### src/design/char_stream_tokenizer_assert.svh
// Assertion macros for the character stream tokenizer.
// Used by the top level; no other dependencies.
`ifndef CHAR_STREAM_TOKENIZER_ASSERT_SVH
`define CHAR_STREAM_TOKENIZER_ASSERT_SVH
`ifndef SYNTHESIS
`define CST_ASSERT_NEVER(lbl, clk, rstn, expr) \
	lbl: assert property (@(posedge clk) disable iff (!rstn) !(expr)) \
		else $error("cst assertion failed: never");
`define CST_ASSERT_IMPLY(lbl, clk, rstn, ante, cons) \
	lbl: assert property (@(posedge clk) disable iff (!rstn) (ante) |-> (cons)) \
		else $error("cst assertion failed: implication");
`else
`define CST_ASSERT_NEVER(lbl, clk, rstn, expr)
`define CST_ASSERT_IMPLY(lbl, clk, rstn, ante, cons)
`endif
`endif

### src/design/cst_pkg.sv
// Shared types, codes and character classes for the character stream tokenizer.
// No dependencies.
`timescale 1ns / 1ps

package cst_pkg;

	typedef struct packed {
		logic [7:0] ch;
		logic       end_of_input;
	} src_item_t;

	typedef enum logic [4:0] {
		K_ID      = 5'd0,
		K_NUM     = 5'd1,
		K_ASSIGN  = 5'd2,
		K_DCOLON  = 5'd3,
		K_DOT     = 5'd4,
		K_COMMA   = 5'd5,
		K_LPAREN  = 5'd6,
		K_RPAREN  = 5'd7,
		K_EQ      = 5'd8,
		K_GT      = 5'd9,
		K_LT      = 5'd10,
		K_GE      = 5'd11,
		K_LE      = 5'd12,
		K_STRING  = 5'd13,
		K_COMMENT = 5'd14,
		K_UNKNOWN = 5'd15,
		K_UNTERM  = 5'd16
	} tok_kind_t;

	typedef struct packed {
		tok_kind_t   kind;
		logic [31:0] start_offset;
		logic [15:0] length;
		logic [31:0] number_value;
		logic        last;
	} tok_item_t;

	typedef struct packed {
		logic [1:0] cnt;
		tok_item_t  r0;
		tok_item_t  r1;
	} push_t;

	localparam int unsigned QDEPTH = 4;
	localparam int unsigned QPTR_W = 2;
	localparam int unsigned QCNT_W = 3;

	typedef struct packed {
		logic [QCNT_W-1:0] fill;
		logic              room;
	} rbuf_stat_t;

	typedef enum logic [10:0] {
		ST_START    = 11'b000_0000_0001,
		ST_ID       = 11'b000_0000_0010,
		ST_NUM      = 11'b000_0000_0100,
		ST_EQ       = 11'b000_0000_1000,
		ST_GT       = 11'b000_0001_0000,
		ST_LT       = 11'b000_0010_0000,
		ST_COLON    = 11'b000_0100_0000,
		ST_SLASH    = 11'b000_1000_0000,
		ST_STR      = 11'b001_0000_0000,
		ST_CMT      = 11'b010_0000_0000,
		ST_CMT_STAR = 11'b100_0000_0000
	} scan_state_t;

	localparam logic [7:0] CH_EQ     = 8'h3d;
	localparam logic [7:0] CH_GT     = 8'h3e;
	localparam logic [7:0] CH_LT     = 8'h3c;
	localparam logic [7:0] CH_COLON  = 8'h3a;
	localparam logic [7:0] CH_SLASH  = 8'h2f;
	localparam logic [7:0] CH_STAR   = 8'h2a;
	localparam logic [7:0] CH_QUOTE  = 8'h22;
	localparam logic [7:0] CH_DOT    = 8'h2e;
	localparam logic [7:0] CH_COMMA  = 8'h2c;
	localparam logic [7:0] CH_LPAREN = 8'h28;
	localparam logic [7:0] CH_RPAREN = 8'h29;
	localparam logic [7:0] CH_ZERO   = 8'h30;

	function automatic logic is_letter(logic [7:0] c);
		return c inside {[8'h61:8'h7a], [8'h41:8'h5a]};
	endfunction

	function automatic logic is_digit(logic [7:0] c);
		return c inside {[8'h30:8'h39]};
	endfunction

	function automatic logic is_space(logic [7:0] c);
		return c inside {8'h20, [8'h09:8'h0d]};
	endfunction

endpackage

### src/design/cst_scan.sv
// Input reg and scanner automaton: 1 char/cycle with queue room, up to two token records.
// Depends on cst_pkg.
`timescale 1ns / 1ps

module cst_scan #(
	parameter int unsigned VALUE_WIDTH  = 32,
	parameter int unsigned OFFSET_WIDTH = 32
) (
	input  logic               clk,
	input  logic               arst_n,
	input  logic               src_valid,
	output logic               src_ready,
	input  cst_pkg::src_item_t src_data,
	input  logic               room,
	output cst_pkg::push_t     push
);

	localparam int unsigned AW = VALUE_WIDTH + 4;
	localparam int unsigned LW = OFFSET_WIDTH + 1;

	logic                     v_s1;
	cst_pkg::src_item_t       item_s1;
	cst_pkg::scan_state_t     state_q, state_d;
	logic [OFFSET_WIDTH-1:0]  off_q, off_d;
	logic [OFFSET_WIDTH-1:0]  start_q, start_d;
	logic [VALUE_WIDTH-1:0]   acc_q, acc_d;

	logic                     take;
	logic [7:0]               c;
	logic [OFFSET_WIDTH-1:0]  span;
	logic [LW-1:0]            span_p1;
	logic [15:0]              len_sat, len_p1_sat;
	logic [AW-1:0]            acc_wide;
	logic [VALUE_WIDTH-1:0]   acc_step;
	logic [31:0]              so_tok, so_cur, val32;
	logic                     again, have_first, have_second;
	cst_pkg::tok_item_t       first, second;

	function automatic cst_pkg::tok_item_t mk(cst_pkg::tok_kind_t k, logic [31:0] so,
			logic [15:0] len, logic [31:0] v);
		cst_pkg::tok_item_t r;
		r.kind         = k;
		r.start_offset = so;
		r.length       = len;
		r.number_value = v;
		r.last         = 1'b0;
		return r;
	endfunction

	assign take      = v_s1 & room;
	assign src_ready = ~v_s1 | room;

	always_ff @(posedge clk or negedge arst_n) begin
		if (!arst_n) begin
			v_s1 <= 1'b0;
		end else if (src_ready) begin
			v_s1 <= src_valid;
		end
	end

	always_ff @(posedge clk) begin
		if (src_valid && src_ready) begin
			item_s1 <= src_data;
		end
	end

	always_ff @(posedge clk or negedge arst_n) begin
		if (!arst_n) begin
			state_q <= cst_pkg::ST_START;
			off_q   <= '0;
			start_q <= '0;
			acc_q   <= '0;
		end else if (take) begin
			state_q <= state_d;
			off_q   <= off_d;
			start_q <= start_d;
			acc_q   <= acc_d;
		end
	end

	assign c          = item_s1.ch;
	assign span       = off_q - start_q;
	assign span_p1    = {1'b0, span} + LW'(1);
	assign len_sat    = (|(span >> 16)) ? 16'hFFFF : 16'(span);
	assign len_p1_sat = (|(span_p1 >> 16)) ? 16'hFFFF : 16'(span_p1);
	assign acc_wide   = (AW'(acc_q) << 3) + (AW'(acc_q) << 1) + AW'(c - cst_pkg::CH_ZERO);
	assign acc_step   = (|acc_wide[AW-1:VALUE_WIDTH]) ? '1 : acc_wide[VALUE_WIDTH-1:0];
	assign so_tok     = 32'(start_q);
	assign so_cur     = 32'(off_q);
	assign val32      = 32'(acc_q);

	always_comb begin
		state_d     = state_q;
		off_d       = off_q + OFFSET_WIDTH'(1);
		start_d     = start_q;
		acc_d       = acc_q;
		again       = 1'b0;
		have_first  = 1'b0;
		have_second = 1'b0;
		first       = '0;
		second      = '0;
		if (item_s1.end_of_input) begin
			have_first = 1'b1;
			case (state_q)
				cst_pkg::ST_ID:    first = mk(cst_pkg::K_ID, so_tok, len_sat, 32'd0);
				cst_pkg::ST_NUM:   first = mk(cst_pkg::K_NUM, so_tok, len_sat, val32);
				cst_pkg::ST_EQ:    first = mk(cst_pkg::K_ASSIGN, so_tok, 16'd1, 32'd0);
				cst_pkg::ST_GT:    first = mk(cst_pkg::K_GT, so_tok, 16'd1, 32'd0);
				cst_pkg::ST_LT:    first = mk(cst_pkg::K_LT, so_tok, 16'd1, 32'd0);
				cst_pkg::ST_COLON,
				cst_pkg::ST_SLASH: first = mk(cst_pkg::K_UNKNOWN, so_tok, 16'd1, 32'd0);
				cst_pkg::ST_STR,
				cst_pkg::ST_CMT,
				cst_pkg::ST_CMT_STAR: first = mk(cst_pkg::K_UNTERM, so_tok, len_sat, 32'd0);
				default:           have_first = 1'b0;
			endcase
			state_d = cst_pkg::ST_START;
			off_d   = '0;
			start_d = '0;
			acc_d   = '0;
		end else begin
			case (state_q)
				cst_pkg::ST_ID: begin
					if (!(cst_pkg::is_letter(c) || cst_pkg::is_digit(c))) begin
						have_first = 1'b1;
						first      = mk(cst_pkg::K_ID, so_tok, len_sat, 32'd0);
						again      = 1'b1;
					end
				end
				cst_pkg::ST_NUM: begin
					if (cst_pkg::is_digit(c)) begin
						acc_d = acc_step;
					end else begin
						have_first = 1'b1;
						first      = mk(cst_pkg::K_NUM, so_tok, len_sat, val32);
						again      = 1'b1;
					end
				end
				cst_pkg::ST_EQ: begin
					have_first = 1'b1;
					if (c == cst_pkg::CH_EQ) begin
						first = mk(cst_pkg::K_EQ, so_tok, 16'd2, 32'd0);
					end else begin
						first = mk(cst_pkg::K_ASSIGN, so_tok, 16'd1, 32'd0);
						again = 1'b1;
					end
					state_d = cst_pkg::ST_START;
				end
				cst_pkg::ST_GT: begin
					have_first = 1'b1;
					if (c == cst_pkg::CH_EQ) begin
						first = mk(cst_pkg::K_GE, so_tok, 16'd2, 32'd0);
					end else begin
						first = mk(cst_pkg::K_GT, so_tok, 16'd1, 32'd0);
						again = 1'b1;
					end
					state_d = cst_pkg::ST_START;
				end
				cst_pkg::ST_LT: begin
					have_first = 1'b1;
					if (c == cst_pkg::CH_EQ) begin
						first = mk(cst_pkg::K_LE, so_tok, 16'd2, 32'd0);
					end else begin
						first = mk(cst_pkg::K_LT, so_tok, 16'd1, 32'd0);
						again = 1'b1;
					end
					state_d = cst_pkg::ST_START;
				end
				cst_pkg::ST_COLON: begin
					have_first = 1'b1;
					if (c == cst_pkg::CH_COLON) begin
						first = mk(cst_pkg::K_DCOLON, so_tok, 16'd2, 32'd0);
					end else begin
						first = mk(cst_pkg::K_UNKNOWN, so_tok, 16'd1, 32'd0);
						again = 1'b1;
					end
					state_d = cst_pkg::ST_START;
				end
				cst_pkg::ST_SLASH: begin
					if (c == cst_pkg::CH_STAR) begin
						state_d = cst_pkg::ST_CMT;
					end else begin
						have_first = 1'b1;
						first      = mk(cst_pkg::K_UNKNOWN, so_tok, 16'd1, 32'd0);
						again      = 1'b1;
					end
				end
				cst_pkg::ST_STR: begin
					if (c == cst_pkg::CH_QUOTE) begin
						have_first = 1'b1;
						first      = mk(cst_pkg::K_STRING, so_tok, len_p1_sat, 32'd0);
						state_d    = cst_pkg::ST_START;
					end
				end
				cst_pkg::ST_CMT: begin
					if (c == cst_pkg::CH_STAR) begin
						state_d = cst_pkg::ST_CMT_STAR;
					end
				end
				cst_pkg::ST_CMT_STAR: begin
					if (c == cst_pkg::CH_SLASH) begin
						have_first = 1'b1;
						first      = mk(cst_pkg::K_COMMENT, so_tok, len_p1_sat, 32'd0);
						state_d    = cst_pkg::ST_START;
					end else if (c != cst_pkg::CH_STAR) begin
						state_d = cst_pkg::ST_CMT;
					end
				end
				default: again = 1'b1;
			endcase
			// rescan the current character from the start state
			if (again) begin
				start_d = off_q;
				state_d = cst_pkg::ST_START;
				second  = mk(cst_pkg::K_UNKNOWN, so_cur, 16'd1, 32'd0);
				if (cst_pkg::is_letter(c)) begin
					state_d = cst_pkg::ST_ID;
				end else if (cst_pkg::is_digit(c)) begin
					state_d = cst_pkg::ST_NUM;
					acc_d   = VALUE_WIDTH'(c - cst_pkg::CH_ZERO);
				end else begin
					case (c)
						cst_pkg::CH_EQ:     state_d = cst_pkg::ST_EQ;
						cst_pkg::CH_GT:     state_d = cst_pkg::ST_GT;
						cst_pkg::CH_LT:     state_d = cst_pkg::ST_LT;
						cst_pkg::CH_COLON:  state_d = cst_pkg::ST_COLON;
						cst_pkg::CH_SLASH:  state_d = cst_pkg::ST_SLASH;
						cst_pkg::CH_QUOTE:  state_d = cst_pkg::ST_STR;
						cst_pkg::CH_DOT: begin
							have_second = 1'b1;
							second.kind = cst_pkg::K_DOT;
						end
						cst_pkg::CH_COMMA: begin
							have_second = 1'b1;
							second.kind = cst_pkg::K_COMMA;
						end
						cst_pkg::CH_LPAREN: begin
							have_second = 1'b1;
							second.kind = cst_pkg::K_LPAREN;
						end
						cst_pkg::CH_RPAREN: begin
							have_second = 1'b1;
							second.kind = cst_pkg::K_RPAREN;
						end
						default:            have_second = ~cst_pkg::is_space(c);
					endcase
				end
			end
		end
	end

	always_comb begin
		push    = '0;
		push.r1 = second;
		push.r0 = have_first ? first : second;
		if (have_first && have_second) begin
			push.r1.last = 1'b1;
		end else begin
			push.r0.last = 1'b1;
		end
		if (take) begin
			push.cnt = {1'b0, have_first} + {1'b0, have_second};
		end
	end

endmodule

### src/design/cst_rbuf.sv
// Four-entry result queue: takes up to two token records a cycle, hands out one.
// Depends on cst_pkg.
`timescale 1ns / 1ps

module cst_rbuf (
	input  logic                clk,
	input  logic                arst_n,
	input  cst_pkg::push_t      push,
	output cst_pkg::rbuf_stat_t stat,
	output logic                tok_valid,
	input  logic                tok_ready,
	output cst_pkg::tok_item_t  tok_data
);

	cst_pkg::tok_item_t             mem_q [cst_pkg::QDEPTH];
	logic [cst_pkg::QPTR_W-1:0]     wp_q, rp_q, wp_nx1;
	logic [cst_pkg::QCNT_W-1:0]     fill_q;
	logic                           pop;

	assign wp_nx1    = wp_q + cst_pkg::QPTR_W'(1);
	assign tok_valid = fill_q != '0;
	assign tok_data  = mem_q[rp_q];
	assign pop       = tok_valid & tok_ready;
	assign stat.fill = fill_q;
	assign stat.room = fill_q <= cst_pkg::QCNT_W'(cst_pkg::QDEPTH - 2);

	always_ff @(posedge clk) begin
		if (push.cnt != 2'd0) begin
			mem_q[wp_q] <= push.r0;
		end
		if (push.cnt == 2'd2) begin
			mem_q[wp_nx1] <= push.r1;
		end
	end

	always_ff @(posedge clk or negedge arst_n) begin
		if (!arst_n) begin
			wp_q   <= '0;
			rp_q   <= '0;
			fill_q <= '0;
		end else begin
			wp_q   <= wp_q + cst_pkg::QPTR_W'(push.cnt);
			rp_q   <= rp_q + cst_pkg::QPTR_W'(pop);
			fill_q <= fill_q + cst_pkg::QCNT_W'(push.cnt) - cst_pkg::QCNT_W'(pop);
		end
	end

endmodule

### src/design/char_stream_tokenizer.sv
// Character stream tokenizer top level: input register, scanner, result queue.
// Depends on cst_pkg, cst_scan, cst_rbuf and char_stream_tokenizer_assert.svh.
//
// Usage:
// - src channel carries one character (or an end-of-input flag) per transfer;
//   tok channel carries one token record per transfer, last marks the final
//   record caused by one character.
// - A character is taken into the input register at its transfer; the
//   scanner reads it there and, once the queue has room, writes its records
//   into the four-entry result queue, from which they transfer on tok.
// - Throughput: one character per cycle while the queue holds two or fewer
//   records; the queue drains one record per cycle while tok_ready is high,
//   so characters that close one token and are a one-character token
//   themselves (two records) are paced by the tok side.
// - A stall on tok fills the queue; src_ready drops while a character waits in
//   the input register and the queue could not take two more records, and the
//   scanner holds its state.
// - Reset empties the queue and the input register and puts the scanner in
//   its start state with offset, token start and accumulator at zero.
// - End of input flushes the pending token and returns the scanner to the
//   same state as after reset.
`timescale 1ns / 1ps
`include "char_stream_tokenizer_assert.svh"

module char_stream_tokenizer #(
	parameter int unsigned VALUE_WIDTH  = 32,
	parameter int unsigned OFFSET_WIDTH = 32
) (
	input  logic               clk,
	input  logic               arst_n,
	input  logic               src_valid,
	output logic               src_ready,
	input  cst_pkg::src_item_t src_data,
	output logic               tok_valid,
	input  logic               tok_ready,
	output cst_pkg::tok_item_t tok_data
);

	cst_pkg::push_t      push;
	cst_pkg::rbuf_stat_t stat;

	cst_scan #(
		.VALUE_WIDTH  (VALUE_WIDTH),
		.OFFSET_WIDTH (OFFSET_WIDTH)
	) u_scan (
		.clk       (clk),
		.arst_n    (arst_n),
		.src_valid (src_valid),
		.src_ready (src_ready),
		.src_data  (src_data),
		.room      (stat.room),
		.push      (push)
	);

	cst_rbuf u_rbuf (
		.clk       (clk),
		.arst_n    (arst_n),
		.push      (push),
		.stat      (stat),
		.tok_valid (tok_valid),
		.tok_ready (tok_ready),
		.tok_data  (tok_data)
	);

	`CST_ASSERT_NEVER(a_no_overflow, clk, arst_n, stat.fill > cst_pkg::QCNT_W'(cst_pkg::QDEPTH))
	`CST_ASSERT_IMPLY(a_push_has_room, clk, arst_n, push.cnt != 2'd0, stat.room)
	`CST_ASSERT_IMPLY(a_last_on_pair, clk, arst_n, push.cnt == 2'd2, !push.r0.last && push.r1.last)
	`CST_ASSERT_IMPLY(a_last_on_single, clk, arst_n, push.cnt == 2'd1, push.r0.last)

endmodule
### config.mk
export PLATFORM = sky130hd
export DESIGN_NAME = char_stream_tokenizer
export DESIGN_NICKNAME = d
export VERILOG_FILES = /design/src/design/cst_pkg.sv /design/src/design/cst_scan.sv /design/src/design/cst_rbuf.sv /design/src/design/char_stream_tokenizer.sv
export VERILOG_INCLUDE_DIRS = /design/src /design/src/design
export SDC_FILE = /design/constraint.sdc
export NUM_CORES = 1
export LEC_CHECK = 0
export ABC_AREA = 1
export BUFFER_PORTS_ARGS = -buffer_cell sky130_fd_sc_hd__buf_2
export CAP_MARGIN = 20
export CORE_MARGIN = 2
export CORE_UTILIZATION = 50
export CTS_CLUSTER_DIAMETER = 30
export CTS_CLUSTER_SIZE = 20
export DETAILED_ROUTE_END_ITERATION = 10
export PLACE_DENSITY = 0.71
export SYNTH_ARGS = -nofsm -noshare
export SYNTH_HDL_FRONTEND = slang
export SYNTH_SLANG_ARGS = --single-unit
### constraint.sdc
create_clock -name clk -period 9.1 [get_ports clk]
set_input_delay 0 -clock clk [delete_from_list [all_inputs] [get_ports clk]]
set_output_delay 0 -clock clk [all_outputs]
set_load 0.02 [all_outputs]
==> flow_summary.yaml <==
pwr:
  p_sw_frac: 0.463
  power_switching_mw: 5.73
  ir_drop_mv: 0.232
  powerDensity_mw_per_mm2: 368
  p_seq_frac: 0.224
  leakage_nw: 14.7
  internal-power_mw: 6.65
  clock_power_share: 0.298
  pwr-share-comb: 0.478
global_routing:
  gr-total-overflow: 0
  antenna_found_initial: 2
  grt.total_usage: 0.304
  grt_pass1_vias: 26300
  grt_pass1_wl_um: 145000
  grt_max_degree: 112
clock_tree:
  worst_skew_pair.late_latency_ns: 0.65
  htreeDepth: 3
  clockBufferDepth: 3
  cts.sinks: 468
  cts_resized: 0
  clockRootBuffer: "clkbuf_16"
  cts_tree: "built"
  numCtsBuffers: 94
  post_cts_buffers: 0
  cts_hold_buf: 14
  clk_pin_slew_ns: 0.05
setup_path:
  cp_data_arrival_time_ns: 6.19
  cp_data_required_time_ns: 9.35
  cp-start-kind: "flip-flop"
  path_max_fanout: 50
  endpoint_kind: "flip-flop"
  r2r-start: "u_scan.c[4]$_DFFE_PP_"
  cp-startpoint: "u_scan.c[4]$_DFFE_PP_"
  critPathKind: "flip-flop to flip-flop"
cells_and_area:
  nFillCells: 5247
  final_common_cell: "nand2_1"
  diodes: 0
  drive_gt1_frac: 0.116
  seq_area_mm2: 0.0116
  syn2layout_area_growth_pct: 16.3
  final_nets: 4192
  multi_input_area_mm2: 0.0152
  fin_area_mm2: 0.0337
  final_cell_mix: "1014 x nand2_1, 528 x o21ai_0, 379 x nor2_1, 364 x inv_1, 214 x nand3_1"
drt:
  drt-total-wl_um: 91700
  drtIter0Drc: 3487
  vias_per_cell: 5.76
  drt_first_pass_iters: 6
  avgRoutedWirePerCell_um: 18.7
  vias: 28300
  route.detailed.drc: 0
  drtAntennaViolNets: 0
logic_synthesis:
  ys_types: 57
  mappedNetlistArea_mm2: 0.0289
  ys_ff_latch: 468
  yosysWarnings: 0
  async_reset_ff_frac: 0.246
  yosysSeqAreaShare: 0.400
  synth_nets: 4123
  ys.flop_type: "dfxtp_1"
  syn_inst: 3996
  syn_avg_cell_area_um2: 7.24
  synth-edff-count: 161
job:
  maxCapViolCount: 0
place:
  io_buffers: 100
  placed_cell_area_mm2: 0.0300
  hpwl_um: 61300
  place_congestion: 0.959
outcome:
  status: "complete, no violations"
die:
  core_mm2: 0.0575
  rows: 88
  die_w_um: 245
  pin_count: 101
  start_util: 0.503
  chipHeight_um: 245
  die_area_mm2: 0.0598
worst_hold_path:
  holdCritPathClass: "input port to flip-flop"
  hp-start: "src_data[2]"
sta:
  min_period_ns: 5.93
  finalSetupTns_ns: 0
  drv_slew: 0
  min_period_over_period: 0.652
  tightest_slew_ns: 1.12
  fin_skew_ns: 0.0389
  fmax_mhz: 169
  hold_viol: 0
  finalSetupViolations: 0
  rsz0062_at_grt: "no"
  max_slew_margin: 0.251
==> worst paths after layout <==
kind / end / slack [ns] / cells past startpoint
max: u_rbuf.mem_q[2][74]$_DFFE_PP_ / 3.17 / 20
min reg2reg: u_rbuf.mem_q[2][22]$_SDFFE_PP0P_ / 0.45 / 2
max in group asynchronous: u_rbuf.rp_q[0]$_DFF_PN0_ / 7.54 / 4
max reg2reg: u_rbuf.mem_q[2][74]$_DFFE_PP_ / 3.17 / 20
min in group asynchronous: u_scan.acc_q[15]$_DFFE_PN0P_ / 0.32 / 3
min: u_scan.c[1]$_DFFE_PP_ / 0.06 / 2
==> area by class of cell <==
| type | instances | share of cell area |
|---|---|---|
| Timing Repair Buffer | 153 | 0.0285 |
| Clock buffer | 111 | 0.0761 |
| Multi-Input combinational cell | 2942 | 0.451 |
| Clock inverter | 67 | 0.0266 |
| Inverter | 406 | 0.0454 |
| Tap cell | 765 | 0.0284 |
| Sequential cell | 468 | 0.344 |
==> cells in the mapped netlist, types with 10 or more instances <==
master	n	area, um2
a21oi_1	136	681
clkbuf_1	156	586
dfxtp_1	192	3840
nor2_4	12	135
nor2_2	14	87.6
dfrtp_1	114	2850
edfxtp_1	161	4830
a31oi_1	15	93.8
fa_1	33	661
o21ai_0	528	2640
ha_1	81	1010
nand3_2	22	220
xnor2_1	14	123
inv_2	34	128
nand2_1	1014	3810
nor2_1	387	1450
nand4_1	37	231
o21ai_2	10	87.6
nor3_1	54	270
xor2_1	34	298
o21ai_1	59	295
inv_1	365	1370
nand2_2	43	269
buf_2	18	90.1
o22ai_1	141	882
nand3_1	214	1070
==> state kept, by name, summed over array words and instances, names as in the netlist <==
register        cells
u_scan.so_tok      32
u_scan.c            8
u_scan.v_s1         1
u_rbuf.fill_q       3
u_scan.state_q     11
u_scan.off_q       32
u_rbuf.mem_q      344
u_rbuf.rp_q         2
u_scan.item_s1      1
u_rbuf.wp_q         2
u_scan.acc_q       32
==> routing by layer <==
| metal | vias up | part of all wire | global-route usage |
|---|---|---|---|
| met2 | 1455 | 0.43 | 0.454 |
| li1 | 13500 | - | - |
| met3 | 161 | 0.11 | 0.0590 |
| met4 | 0 | 0.025 | 0.102 |
| met1 | 13200 | 0.43 | 0.440 |
| met5 | - | 0 | 0 |
==> worst max-delay path, stage by stage (launching register included) <==
cell and delay, ns:
edfxtp_1 0.46, ha_1 0.28, inv_1 0.07, o21ai_1 0.53, inv_2 0.13, nor2_1 0.26, a21oi_1 0.16, nand3_2 0.25
inv_2 0.11, nor2_4 0.47, inv_2 0.43, nor2_1 0.24, ha_1 0.23, inv_1 0.06, nor2_1 0.22, nor2_1 0.16
nor3_2 0.13, buf_4 0.63, nor2_4 0.08, inv_1 0.10, buf_4 0.49
==> stage by stage <==
stage	hold WS (ns)	total power, mW	setup slack (ns)	utilization	instances
after global placement	0.0847	8.53	3.57	0.522	4716
after CTS	0.0417	12.3	3.28	0.585	4909
after detailed placement	0.0806	8.58	3.34	0.522	4717
after floorplan	-0.296	6.90	3.85	-	3996
final	0.0628	12.4	3.17	0.586	4912
after global routing	0.0665	13.1	2.74	0.586	4912
==> power by group through the flow <==
stage,Clock (mW),Combinational [mW],Sequential [mW]
2_1_floorplan,0,4.26,2.64
3_3_place_gp,0,5.74,2.80
3_5_place_dp,0,5.78,2.80
4_1_cts,3.71,5.82,2.76
5_1_grt,3.81,6.52,2.81
6_report,3.69,5.91,2.78
==> cell families after synthesis <==
kind of cell | count (synthesis) | synth area share
AOI/OAI and AO/OA | 943 | 0.177
and+or+nand+nor | 1836 | 0.273
buffers and inverters | 586 | 0.0775
adders and majority gates | 114 | 0.0579
xor gates and xnor gates | 49 | 0.0151
DFF | 468 | 0.400
(Power assumes the default switching activity.)
